$ cat config.mk
export PLATFORM = sky130hd
export DESIGN_NAME = dual_channel_pedal_check_scale_top
export DESIGN_NICKNAME = d
export VERILOG_FILES = /design/src/pcs_pkg.sv /design/src/pcs_check_cell.sv /design/src/pcs_div_cell.sv /design/src/dual_channel_pedal_check_scale_top.sv
export SDC_FILE = /design/constraint.sdc
export NUM_CORES = 1
export LEC_CHECK = 0
export BUFFER_PORTS_ARGS = -buffer_cell sky130_fd_sc_hd__buf_2
export CORE_MARGIN = 8
export CORE_UTILIZATION = 65
export DETAILED_ROUTE_END_ITERATION = 8
export PLACE_DENSITY_LB_ADDON = 0.3
export SLEW_MARGIN = 20
export SYNTH_ARGS = -nofsm -noshare
export SYNTH_HDL_FRONTEND = slang
export SYNTH_SLANG_ARGS = --single-unit
$ cat constraint.sdc
create_clock -name clock -period 8.7 [get_ports clock]
set_input_delay 1.74 -clock clock [delete_from_list [all_inputs] [get_ports clock]]
set_output_delay 1.74 -clock clock [all_outputs]
set_load 0.01 [all_outputs]
$ cat src/pcs_pkg.sv
// shared types and constants of the pedal plausibility check and scaler
`default_nettype none
package pcs_pkg;

   localparam int LIMIT_W    = 10;
   localparam int MARGIN_W   = 8;
   localparam int TRIM_W     = 2;
   localparam int SPAN_W     = 11;
   localparam int QUOT_W     = 8;
   localparam int NUM_W      = SPAN_W + QUOT_W;
   localparam int PCT_W      = 7;
   localparam int CSR_ADDR_W = 3;
   localparam int CSR_DATA_W = 10;

   localparam logic [LIMIT_W-1:0]  RST_FIRST_LOW   = 10'd290;
   localparam logic [LIMIT_W-1:0]  RST_FIRST_HIGH  = 10'd465;
   localparam logic [LIMIT_W-1:0]  RST_SECOND_LOW  = 10'd345;
   localparam logic [LIMIT_W-1:0]  RST_SECOND_HIGH = 10'd535;
   localparam logic [MARGIN_W-1:0] RST_MARGIN      = 8'd10;
   localparam logic [LIMIT_W-1:0]  RST_DELTA_LOW   = 10'd0;
   localparam logic [LIMIT_W-1:0]  RST_DELTA_HIGH  = 10'd1023;
   localparam logic [TRIM_W-1:0]   RST_TRIM        = 2'd3;

   typedef enum logic [CSR_ADDR_W-1:0] {
      CSR_FIRST_LOW   = 3'd0,
      CSR_FIRST_HIGH  = 3'd1,
      CSR_SECOND_LOW  = 3'd2,
      CSR_SECOND_HIGH = 3'd3,
      CSR_MARGIN      = 3'd4,
      CSR_DELTA_LOW   = 3'd5,
      CSR_DELTA_HIGH  = 3'd6,
      CSR_TRIM        = 3'd7
   } pcs_csr_type;

   typedef struct packed {
      logic [LIMIT_W-1:0]  first_low;
      logic [LIMIT_W-1:0]  first_high;
      logic [LIMIT_W-1:0]  second_low;
      logic [LIMIT_W-1:0]  second_high;
      logic [MARGIN_W-1:0] margin;
      logic [LIMIT_W-1:0]  delta_low;
      logic [LIMIT_W-1:0]  delta_high;
      logic [TRIM_W-1:0]   trim;
   } pcs_cfg_type;

   typedef struct packed {
      logic               fault;
      logic               force_q;
      logic [NUM_W-1:0]   rem;
      logic [SPAN_W-1:0]  span;
      logic [QUOT_W-1:0]  quot;
   } pcs_word_type;

endpackage
`default_nettype wire

$ cat src/pcs_check_cell.sv
// front cell: window and delta checks, clamping, dividend and divisor setup
`default_nettype none
module pcs_check_cell #(
   parameter int SAMPLE_BITS = 10,
   parameter int FULL_SCALE  = 100
) (
   input  wire logic                     clock,
   input  wire logic                     reset,
   input  wire pcs_pkg::pcs_cfg_type     cfg,
   input  wire logic                     up_valid,
   output logic                          up_ready,
   input  wire logic [SAMPLE_BITS-1:0]   first_sample,
   input  wire logic [SAMPLE_BITS-1:0]   second_sample,
   output logic                          dn_valid,
   input  wire logic                     dn_ready,
   output pcs_pkg::pcs_word_type         dn_word
);
   import pcs_pkg::*;

   localparam int CW = ((SAMPLE_BITS > LIMIT_W) ? SAMPLE_BITS : LIMIT_W) + 2;
   localparam logic [QUOT_W-1:0] FS_K = QUOT_W'(FULL_SCALE);

   logic               valid_ff, valid_in;
   pcs_word_type       word_ff, word_in;
   logic signed [CW-1:0] a_s, b_s, lo1, hi1, lo2, hi2, mrg, dlo, dhi, trm, dif;
   logic signed [CW-1:0] diff_full, span_full;
   logic               fault_c, high_cut, low_cut;
   logic [SPAN_W-1:0]  diff, span;
   logic [NUM_W-1:0]   num;

   always_comb begin
      a_s = $signed({{(CW-SAMPLE_BITS){1'b0}}, first_sample});
      b_s = $signed({{(CW-SAMPLE_BITS){1'b0}}, second_sample});
      lo1 = $signed({{(CW-LIMIT_W){1'b0}}, cfg.first_low});
      hi1 = $signed({{(CW-LIMIT_W){1'b0}}, cfg.first_high});
      lo2 = $signed({{(CW-LIMIT_W){1'b0}}, cfg.second_low});
      hi2 = $signed({{(CW-LIMIT_W){1'b0}}, cfg.second_high});
      dlo = $signed({{(CW-LIMIT_W){1'b0}}, cfg.delta_low});
      dhi = $signed({{(CW-LIMIT_W){1'b0}}, cfg.delta_high});
      mrg = $signed({{(CW-MARGIN_W){1'b0}}, cfg.margin});
      trm = $signed({{(CW-TRIM_W){1'b0}}, cfg.trim});
      dif = (a_s > b_s) ? (a_s - b_s) : (b_s - a_s);
      fault_c = (a_s < lo1 - mrg) || (a_s > hi1 + mrg) ||
                (b_s < lo2 - mrg) || (b_s > hi2 + mrg) ||
                (dif < dlo) || (dif > dhi);
      high_cut  = a_s > hi1;
      low_cut   = a_s < lo1;
      diff_full = a_s - lo1 + trm;
      span_full = hi1 - lo1 + trm + trm;
      diff      = diff_full[SPAN_W-1:0];
      span      = span_full[SPAN_W-1:0];
      num       = diff * FS_K;
   end

   always_comb begin
      word_in.fault   = fault_c;
      word_in.force_q = 1'b1;
      word_in.rem     = num;
      word_in.span    = span;
      word_in.quot    = '0;
      if (fault_c) begin
         word_in.quot = '0;
      end else if (high_cut) begin
         word_in.quot = FS_K;
      end else if (low_cut || (span == '0)) begin
         word_in.quot = '0;
      end else begin
         word_in.force_q = 1'b0;
      end
   end

   assign up_ready = !valid_ff || dn_ready;
   assign valid_in = up_ready ? up_valid : valid_ff;

   always_ff @(posedge clock) begin
      if (reset) begin
         valid_ff <= 1'b0;
      end else begin
         valid_ff <= valid_in;
      end
   end

   always_ff @(posedge clock) begin
      if (up_ready && up_valid) begin
         word_ff <= word_in;
      end
   end

   assign dn_valid = valid_ff;
   assign dn_word  = word_ff;

endmodule
`default_nettype wire

$ cat src/pcs_div_cell.sv
// divider cell: settles one quotient bit by compare and subtract
`default_nettype none
module pcs_div_cell #(
   parameter int BIT_POS = 0
) (
   input  wire logic                  clock,
   input  wire logic                  reset,
   input  wire logic                  up_valid,
   output logic                       up_ready,
   input  wire pcs_pkg::pcs_word_type up_word,
   output logic                       dn_valid,
   input  wire logic                  dn_ready,
   output pcs_pkg::pcs_word_type      dn_word
);
   import pcs_pkg::*;

   logic             valid_ff, valid_in;
   pcs_word_type     word_ff, word_in;
   logic [NUM_W-1:0] dvs;

   always_comb begin
      dvs     = NUM_W'(up_word.span) << BIT_POS;
      word_in = up_word;
      if (!up_word.force_q && (up_word.rem >= dvs)) begin
         word_in.rem           = up_word.rem - dvs;
         word_in.quot[BIT_POS] = 1'b1;
      end
   end

   assign up_ready = !valid_ff || dn_ready;
   assign valid_in = up_ready ? up_valid : valid_ff;

   always_ff @(posedge clock) begin
      if (reset) begin
         valid_ff <= 1'b0;
      end else begin
         valid_ff <= valid_in;
      end
   end

   always_ff @(posedge clock) begin
      if (up_ready && up_valid) begin
         word_ff <= word_in;
      end
   end

   assign dn_valid = valid_ff;
   assign dn_word  = word_ff;

endmodule
`default_nettype wire

$ cat src/dual_channel_pedal_check_scale_top.sv
// top level of the dual channel pedal plausibility check and scaler
//
// Takes one pair of pedal samples per word and returns one word with the pedal
// position in percent and a fault flag. Up to one word is accepted every cycle;
// a result passes through the check cell, then through one divider cell per
// quotient bit. Every cell holds its own word, so a stall on the result side
// only fills empty cells before input is held off.
`default_nettype none
module dual_channel_pedal_check_scale_top #(
   parameter int SAMPLE_BITS = 10,
   parameter int FULL_SCALE  = 100
) (
   input  wire logic                                 clock,
   input  wire logic                                 reset,
   input  wire logic                                 req_tvalid,
   output logic                                      req_tready,
   // first_sample, second_sample, zero fill
   input  wire logic [((2*SAMPLE_BITS+7)/8)*8-1:0]   req_tdata,
   output logic                                      rsp_tvalid,
   input  wire logic                                 rsp_tready,
   // pedal_percent, zero fill
   output logic [7:0]                                rsp_tdata,
   // fault
   output logic [0:0]                                rsp_tuser,
   input  wire logic                                 csr_we,
   input  wire logic [pcs_pkg::CSR_ADDR_W-1:0]       csr_addr,
   input  wire logic [pcs_pkg::CSR_DATA_W-1:0]       csr_wdata
);
   import pcs_pkg::*;

   localparam int QB = $clog2(FULL_SCALE + 1);

   pcs_cfg_type  cfg_ff, cfg_in;
   logic         vld [QB+1];
   logic         rdy [QB+1];
   pcs_word_type word [QB+1];

   always_comb begin
      cfg_in = cfg_ff;
      if (csr_we) begin
         case (pcs_csr_type'(csr_addr))
            CSR_FIRST_LOW:   cfg_in.first_low   = csr_wdata[LIMIT_W-1:0];
            CSR_FIRST_HIGH:  cfg_in.first_high  = csr_wdata[LIMIT_W-1:0];
            CSR_SECOND_LOW:  cfg_in.second_low  = csr_wdata[LIMIT_W-1:0];
            CSR_SECOND_HIGH: cfg_in.second_high = csr_wdata[LIMIT_W-1:0];
            CSR_MARGIN:      cfg_in.margin      = csr_wdata[MARGIN_W-1:0];
            CSR_DELTA_LOW:   cfg_in.delta_low   = csr_wdata[LIMIT_W-1:0];
            CSR_DELTA_HIGH:  cfg_in.delta_high  = csr_wdata[LIMIT_W-1:0];
            CSR_TRIM:        cfg_in.trim        = csr_wdata[TRIM_W-1:0];
            default:         cfg_in = cfg_ff;
         endcase
      end
   end

   always_ff @(posedge clock) begin
      if (reset) begin
         cfg_ff.first_low   <= RST_FIRST_LOW;
         cfg_ff.first_high  <= RST_FIRST_HIGH;
         cfg_ff.second_low  <= RST_SECOND_LOW;
         cfg_ff.second_high <= RST_SECOND_HIGH;
         cfg_ff.margin      <= RST_MARGIN;
         cfg_ff.delta_low   <= RST_DELTA_LOW;
         cfg_ff.delta_high  <= RST_DELTA_HIGH;
         cfg_ff.trim        <= RST_TRIM;
      end else begin
         cfg_ff <= cfg_in;
      end
   end

   pcs_check_cell #(
      .SAMPLE_BITS (SAMPLE_BITS),
      .FULL_SCALE  (FULL_SCALE)
   ) u_check (
      .clock         (clock),
      .reset         (reset),
      .cfg           (cfg_ff),
      .up_valid      (req_tvalid),
      .up_ready      (req_tready),
      .first_sample  (req_tdata[SAMPLE_BITS-1:0]),
      .second_sample (req_tdata[2*SAMPLE_BITS-1:SAMPLE_BITS]),
      .dn_valid      (vld[0]),
      .dn_ready      (rdy[0]),
      .dn_word       (word[0])
   );

   // msb of the quotient first
   for (genvar k = 0; k < QB; k++) begin : g_div
      pcs_div_cell #(
         .BIT_POS (QB - 1 - k)
      ) u_cell (
         .clock    (clock),
         .reset    (reset),
         .up_valid (vld[k]),
         .up_ready (rdy[k]),
         .up_word  (word[k]),
         .dn_valid (vld[k+1]),
         .dn_ready (rdy[k+1]),
         .dn_word  (word[k+1])
      );
   end

   assign rdy[QB]    = rsp_tready;
   assign rsp_tvalid = vld[QB];
   assign rsp_tdata  = {1'b0, PCT_W'(word[QB].quot)};
   assign rsp_tuser  = word[QB].fault;

endmodule
`default_nettype wire

# Yosys cells after proc, flatten, opt, wreduce, memory -nomap -nowiden
# Index checks and enable logic that the tools add are counted.
# totals
ff_bits	356
out_inout_bits	11
# op_classes
add_sub_neg	17
reduce_logical	55
mul	1
muxes	9
order_cmp	16
eq_ne	7
# op_table
operator	count
2-to-1 mux 19 bit	5
subtractor 10 x 10 -> 11 bit	4
adder 11 x 3 -> 11 bit	3
greater-than comparator 11 x 12 -> 1 bit	2
less-than comparator 11 x 12 -> 1 bit	2
adder 10 x 8 -> 11 bit	2
subtractor 10 x 8 -> 11 bit	2
greater-than comparator 10 bit	2
greater-or-equal comparator 19 x 11 -> 1 bit	1
greater-or-equal comparator 19 x 12 -> 1 bit	1
greater-or-equal comparator 19 x 13 -> 1 bit	1
greater-or-equal comparator 19 x 14 -> 1 bit	1
greater-or-equal comparator 19 x 15 -> 1 bit	1
greater-or-equal comparator 19 x 16 -> 1 bit	1
subtractor 18 x 17 -> 19 bit	1
subtractor 19 x 12 -> 19 bit	1
subtractor 19 x 13 -> 19 bit	1
subtractor 19 x 14 -> 19 bit	1
subtractor 19 x 15 -> 19 bit	1
subtractor 19 x 16 -> 19 bit	1
greater-or-equal comparator 18 x 17 -> 1 bit	1
2-to-1 mux 18 bit	1
multiplier 11 x 5 -> 16 bit (second input constant)	1
AND reduction 2 bit	8
15 further kinds	60

# Longest topological paths before layout
# Gate-level depths: netlist (run 1).
# depth
word_depth	10
depth_mapped	24
mapped_depth_nobuf	24

# Cells and area by module
# A second synthesis (run 1) with hierarchy kept.
# unflattened
hier_cells	2207
area_unflattened_um2	24827.6
# by_module_without_submodules
mod	area_per_inst_um2	cells_per_inst	n_inst
pcs_check_cell	7103.1	826	1
dual_channel_pedal_check_scale_top	2801.4	265	1
pcs_div_cell at g_div[4].u_cell	2193.4	167	1
pcs_div_cell at g_div[5].u_cell	2173.3	160	1
pcs_div_cell at g_div[6].u_cell	2167.1	169	1
pcs_div_cell at g_div[2].u_cell	2127.0	163	1
pcs_div_cell at g_div[3].u_cell	2110.8	157	1
pcs_div_cell at g_div[1].u_cell	2109.5	155	1
pcs_div_cell at g_div[0].u_cell	2042.0	145	1

# Worst setup path before layout (run 1)
# Ideal clock, no wire load.
# synth_timing
path_kind	in2reg
start	input port req_tdata[1]
end	register u_check.word_ff (netlist bit u_check.dn_word[35]) (data pin)
arrival_time_ps	5938
setup_slack_ps	2504
path_stages	22
required_time_ps	8442
path_cell_list	inv_1 fa_1 inv_1 ha_1 a21o_1 a21oi_1 o21bai_1 a21oi_1 xor2_1 ha_1 ha_1 inv_1 fa_1 inv_1 ha_1 inv_1 o21bai_1 a21oi_1 o21ai_0 a21o_1 a21oi_1 xnor2_1
# synth_via
elab_chain_cells	3
# synth_lines
item	line_no	text
from (decl)	dual_channel_pedal_check_scale_top.sv:18	input wire logic [((2*SAMPLE_BITS+7)/8)*8-1:0] req_tdata,
subtractor 10 x 10 -> 11 bit	pcs_check_cell.sv:48	diff_full = a_s - lo1 + trm;
adder 11 x 3 -> 11 bit	pcs_check_cell.sv:48	
multiplier 11 x 5 -> 16 bit	pcs_check_cell.sv:52	num = diff * FS_K;
via u_check.num[16]	pcs_check_cell.sv:29	logic [NUM_W-1:0] num;
to (signal assigned)	pcs_check_cell.sv:85	word_ff <= word_in;
to (decl)	pcs_check_cell.sv:24	pcs_word_type word_ff, word_in;
# The timed path passes the listed nets, and every way through them passes these cells.
# A chain may end at the register's enable or synchronous reset.

# Worst setup path in the final report (run 1)
# layout_timing
start	input port req_tdata[7]
end	register u_check.word_ff (netlist bit u_check.dn_word[38]) (data pin)
# layout_via
elab_chain_cells	7
# layout_lines
item	line_no	text
branches (longest 5 deep; another with less-than comparator 12 x 11 -> 1 bit)	-	
logical OR 1 bit (*)	pcs_check_cell.sv:45	(dif < dlo) || (dif > dhi);
via u_check.fault_c	pcs_check_cell.sv:27	logic fault_c, high_cut, low_cut;
OR reduction 2 bit (no line) (*)	-	
# Mark *: on every way through the listed nets, which the timed path passes.

==> metrics, run 1 <==
register share of total power=40.2%; Max Clock Skew=0.0137 ns; total power per unit cell area=202 mW/mm^2; CP peak stage delay=0.65 ns; Hold Crit Class=flop to flop; starting DRC count in detailed routing=1042; GP Congestion=0.965; Net count, final=2427; switching share of power=30.3%; post-CTS sizing=0; synthesis-stage register bit count=322; CP Data Arrival Time=6.99 ns; endpoints failing hold=0; largest net degree at the start of global routing=79; period utilization=77.3%; Pleak=9.52 nW; Final setup violation count=0; R2R Path Start=cfg_ff[1]; CP endpoint kind=flop; area of the mapped netlist=0.0208 mm^2; remaining antenna violation count=0; CTS Buf Count=34; Slew @ Worst Pin=1.08 ns; Yosys top cell by area=edfxtp_1; Tot GR Track Use=24.2%; initial cell density of the core=66.0%; Cell Chain, Critical Path=buf_2, inv_1, ha_1, nand4_1, or3_1, and3_1, nand3_2, and2_1, o2111ai_1, nand3_1, xor2_1, ha_1, and3_1, nand3_1, a21oi_1, o41ai_1, o221ai_1, or4_4, a311o_1; core area=0.0316 mm^2; Clk Latency, worst-skew pair=0.52 ns; CTS tree=yes; Avg Cell Area, Syn=10.3 um^2; vias in the first global route=15000; DPL Wire Length=35600 um; Mapped Cells=2029; Slowest-stage cell, CP=or4_4; Inst Count DP=2454; Combinational Power Share=29.3%; row count=65; clock power share=30.4%; die area=0.0380 mm^2; R2R cell count=22; Port-buffer cells=47; reg2reg setup slack=3.37 ns; ANT cells=0; Area Growth Syn to Fin=8.63%; CP Capture Point=u_check.dn_word[38]; CP Class=primary input to flop; drt via density=5.96; Synth area leaders=edfxtp_1 35%, ha_1 16%, dfxtp_1 7.5%; clk slew on worst S/H paths=0.06 ns; Synthesized Nets=2368; Setup TNS Final=0 ns; Max clock buf depth=3; Die X=195 um; cell with the most instances after synthesis=ha_1; synth warn=0; CP Max Fanout=8; Async SR Flop Fraction=0%; top cell type's share of synthesized area=35.2%; Final Cell Area=0.0226 mm^2; initial antenna violation count=0; Post-CTS Hold Buffers=0; CTS root buf=clkbuf_16; Die Height=195 um; worst path required time=8.96 ns; commonest cells in the synthesized netlist=271 x ha_1, 244 x edfxtp_1, 235 x inv_1; via count=15000; drt first pass iters=5; register area share after synthesis=42.7%; io pins=53; unrepaired setup endpoints after global routing=false; non-filler cells, final=2516; H-tree depth=2; fmax=149 MHz; total wire length=46300 um; CP Launch Type=primary input; Post-DP Area=0.0215 mm^2; final setup margin=1.98 ns; first-pass GRT wire length=75000 um; grt ovf=0; Avg WL per Cell=18.4 um; top_reg_cell synth=edfxtp_1; Final min period=6.72 ns; Crit Reg-Reg Endpoint=u_check.dn_word[35]; Design Power=4.58 mW; DRC viols=0; EDFF count, synth=244; Max Cap Viol=0; pre-CTS WS=1.64 ns; layout cells sized above 1=6.24%; Unique masters post-synth=72; P_sw=1.39 mW; total setup buffers inserted after CTS=0; maximum vdd drop=0.000258 V; Slew Viols, Final=0; internal power=3.19 mW; relative slew slack=28.1%; clock sink count=322; outcome=finished, final reports clean; Setup crit start=req_tdata[7]
==> per-stage QoR <==
| stage | hold slack [ns] | util (%) |
|---|---|---|
| 4_1_cts | 0.416 | 71.7 |
| 3_5_place_dp | 0.405 | 68.3 |
| 5_1_grt | 0.430 | 71.7 |
| 3_3_place_gp | 0.405 | 68.3 |
| 6_report | 0.419 | 71.7 |
| 2_1_floorplan | 0.400 | - |
==> placed cells by master (no fill, tap or decap), drive strengths merged, types with 36 or more instances in the layout <==
master and count:
a21oi 140, mux2 43, nand3 36, inv 238, nand2 157, nor2 137, buf 55, dfxtp 78
xor2 38, ha 271, xnor2 86, o21ai 90, nor2b 47, edfxtp 244, clkbuf 48
==> layout make-up <==
class / instances / area, um^2
Tap cell: 402 / 503
Clock buffer: 48 / 935
Timing Repair Buffer: 55 / 295
Clock inverter: 14 / 135
Inverter: 236 / 886
Sequential cell: 322 / 8890
Multi-Input combinational cell: 1439 / 11000
Fill cell: 2279 / 8930
==> registers in the layout (all words and copies together) (netlist names) <==
signal / cells
g_div.u_cell.dn_word: 214
cfg_ff: 70
u_check.dn_word: 30
g_div.u_cell.dn_valid: 7
u_check.dn_valid: 1
==> cells by family (layout without fill, tap and decap cells) <==
| logic type | after synthesis | after routing | synth area share, % |
|---|---|---|---|
| other cells | 1 | 1 | 0.0180 |
| fa+ha+maj | 297 | 297 | 18.8 |
| flops | 322 | 322 | 42.7 |
| compound gates | 415 | 415 | 12.6 |
| mux | 59 | 59 | 3.09 |
| simple gates | 543 | 543 | 12.7 |
| xor+xnor | 124 | 124 | 5.22 |
| buf+inv | 268 | 353 | 4.91 |
==> worst min-delay path by stage <==
stage	from	end	slack [ns]	depth (start not counted)
after floorplan	u_check.dn_word[39]	g_div[0].u_cell.dn_word[39]	0.40	0
after global placement	g_div[2].u_cell.dn_word[2]	g_div[3].u_cell.dn_word[2]	0.40	0
after detailed placement	g_div[4].u_cell.dn_word[2]	g_div[5].u_cell.dn_word[2]	0.40	0
after CTS	g_div[2].u_cell.dn_word[6]	g_div[3].u_cell.dn_word[6]	0.42	0
after global routing	g_div[5].u_cell.dn_word[1]	g_div[6].u_cell.dn_word[1]	0.43	0
final	g_div[2].u_cell.dn_word[6]	g_div[3].u_cell.dn_word[6]	0.42	0
==> layer usage <==
layer | share of wire [%] | track usage (%) | up-vias
met4 | 2.9 | 7.80 | 0
met2 | 47 | 40.8 | 410
met1 | 44 | 31.0 | 7114
li1 | - | - | 7357
met3 | 6.9 | 4.76 | 103
met5 | 0 | 0 | -
==> worst max-delay path, delay by kind of cell <==
kind | cells | cell delay (ns)
AND/OR/NAND/NOR | 9 | 2.26
AO/OA/AOI/OAI | 5 | 1.24
adder cells (fa/ha/maj) | 2 | 0.79
XOR/XNOR | 1 | 0.63
buffers and inverters | 2 | 0.32
==> power groups by stage <==
stage,Clock (mW),Sequential [mW],Combinational [mW]
after floorplan,0,1.85,1.03
after global placement,0,1.87,1.27
after detailed placement,0,1.87,1.31
after CTS,1.41,1.84,1.33
after global routing,1.47,1.85,1.51
final,1.39,1.84,1.34
No activity file was read; power rests on OpenSTA's default activity.
==> run 2: changes to the inputs <==
--- a/config.mk
+++ b/config.mk
@@ -7,7 +7,7 @@
 export LEC_CHECK = 0
 export BUFFER_PORTS_ARGS = -buffer_cell sky130_fd_sc_hd__buf_2
 export CORE_MARGIN = 8
-export CORE_UTILIZATION = 65
+export CORE_UTILIZATION = 64
 export DETAILED_ROUTE_END_ITERATION = 8
 export PLACE_DENSITY_LB_ADDON = 0.3
 export SLEW_MARGIN = 20
==> constraint.sdc (replaced) <==
create_clock -name clock -period 6.9 [get_ports clock]
set_input_delay 1.38 -clock clock [delete_from_list [all_inputs] [get_ports clock]]
set_output_delay 1.38 -clock clock [all_outputs]
set_load 0.01 [all_outputs]
==> run 2 against run 1 <==
  * Clock power grew 25%
  * Worst hold slack lost 0.0016 ns
  * First-iteration DRC count rose by 12%
  * Via count down 0.16%
  * Combinational power rose by 26%
  * Non-clock buffer count increased by 9
  * Sequential power rose by 26%
  * Worst setup slack lost 1.1 ns
  * Flip-flop and latch count did not move
  * Utilization is 1.1 points lower
  * Highest routed layer unchanged
==> metrics, run 2 (synthesized netlist as in run 1, its figures left out) <==
post-CTS sizing=0; routed wl met2=21600 um; switching share of power=30.7%; io pins=53; initial antenna violation count=0; total setup buffers inserted after CTS=0; Final setup violation count=0; P_sw=1.77 mW; CP Capture Point=u_check.dn_word[34]; delay-heaviest family, CP=adder cells; Port-buffer cells=47; Pleak=9.58 nW; total wire length=45500 um; CP endpoint kind=flop; Max clock buf depth=3; Combinational Power Share=29.5%; clock power share=30.2%; CTS tree=yes; CP Class=primary input to flop; most frequent cells in the layout=271 x ha_1, 244 x edfxtp_1, 235 x inv_1; remaining antenna violation count=0; register share of total power=40.3%; DPL Wire Length=35300 um; row count=66; Hold Crit Class=flop to flop; Cell Chain, Critical Path=buf_2, inv_1, fa_1, inv_1, ha_1, a21o_1, a21oi_1, o21bai_1, a21oi_1, o31a_1, o21bai_1, a21oi_1, xor2_1, ha_1, ha_1, ha_1, ha_1, nand3_1, nand2_1, a41oi_1, nor2b_1, xnor2_1; drt first pass iters=7; Crit Reg-Reg Endpoint=u_check.dn_word[34]; Tot GR Track Use=23.5%; Metal-1 WL=19500 um; Setup TNS Final=0 ns; Setup crit start=req_tdata[1]; maximum vdd drop=0.000383 V; relative slew slack=29.1%; Slew @ Worst Pin=1.06 ns; endpoints failing hold=0; CTS Buf Count=35; R2R cell count=20; Slew Viols, Final=0; CP Data Arrival Time=6.32 ns; fmax=165 MHz; Net count, final=2437; highest metal used=met4; Design Power=5.75 mW; grt ovf=0; pre-CTS WS=0.378 ns; first-pass GRT wire length=73800 um; core area=0.0323 mm^2; DRC viols=0; die area=0.0386 mm^2; leading cell type in the layout, fill and taps excluded=ha_1; R2R Path Start=cfg_ff[61]; total power per unit cell area=252 mW/mm^2; CP Max Fanout=7; layout cells sized above 1=6.83%; H-tree depth=2; Max Cap Viol=0; Max Clock Skew=0.0211 ns; Final min period=6.06 ns; ANT cells=0; reg2reg setup slack=1.71 ns; outcome=finished, final reports clean; clock sink count=322; Die X=196 um; clk slew on worst S/H paths=0.06 ns; Post-CTS Hold Buffers=0; Avg WL per Cell=17.8 um; Largest register FFs=214; vias in the first global route=14900; final setup margin=0.837 ns; Die Height=196 um; Worst Path Buf+Inv=3; initial cell density of the core=64.5%; largest net degree at the start of global routing=79; most frequent CP cell=ha_1; drt via density=5.83; CP Launch Type=primary input; period utilization=87.9%; internal power=3.99 mW; routed length on met3=3310 um; Slowest-stage cell, CP=fa_1; CP peak stage delay=0.62 ns; unrepaired setup endpoints after global routing=false; CTS root buf=clkbuf_16; Clk Latency, worst-skew pair=0.53 ns; worst path required time=7.16 ns; GP Congestion=0.959; starting DRC count in detailed routing=1170; WP depth=22; via count=15000; Area Growth Syn to Fin=9.41%
-- run 2: power by group through the flow --
stage | registers, mW | logic, mW | clock network (mW)
5_1_grt | 2.33 | 1.91 | 1.84
3_3_place_gp | 2.36 | 1.60 | 0
3_5_place_dp | 2.36 | 1.68 | 0
2_1_floorplan | 2.34 | 1.29 | 0
6_report | 2.32 | 1.69 | 1.74
4_1_cts | 2.32 | 1.69 | 1.76
-- run 2: layout make-up --
| class | count | area, um^2 |
|---|---|---|
| clock buffers | 44 | 910 |
| clock inverters | 18 | 154 |
| fillers | 2321 | 9500 |
| inverters | 236 | 886 |
| multi-input cells | 1439 | 11000 |
| flip-flops and latches | 322 | 8890 |
| well taps | 442 | 553 |
| repair buffers | 64 | 403 |
-- run 2: worst min-delay path by stage --
stage,slack [ns],startpoint,cells past startpoint,endpoint
finish,0.42,g_div[4].u_cell.dn_word[2],0,g_div[5].u_cell.dn_word[2]
global route,0.43,g_div[5].u_cell.dn_word[39],0,g_div[6].u_cell.dn_word[39]
CTS,0.42,u_check.dn_word[39],0,g_div[0].u_cell.dn_word[39]
detailed placement,0.40,u_check.dn_word[39],0,g_div[0].u_cell.dn_word[39]
global placement,0.40,u_check.dn_word[39],0,g_div[0].u_cell.dn_word[39]
floorplan,0.40,u_check.dn_word[39],0,g_div[0].u_cell.dn_word[39]
-- run 2: metrics by stage --
step                      hold WS, ns  area, um^2  cells  utilization [%]
after floorplan                 0.400       20800   2029                -
after global placement          0.405       21700   2501             67.1
after detailed placement        0.405       21700   2501             67.1
after CTS                       0.418       22700   2563             70.4
after global routing            0.426       22800   2565             70.6
final                           0.417       22800   2565             70.6
-- run 2: routing by layer --
layer,vias up,global-route usage [%]
met5,-,0
met4,0,7.02
met3,89,3.53
met2,416,39.8
met1,7051,31.0
li1,7404,-
-- run 2: worst register-to-register path: cells and delay by family, from the launching register on --
kind	cells	cell delay, ns
and+or+nand+nor	3	0.35
AOI/OAI and AO/OA	8	1.44
buffers and inverters	1	0.09
adders and majority gates	6	2.04
xor gates and xnor gates	2	0.47
DFF	1	0.55
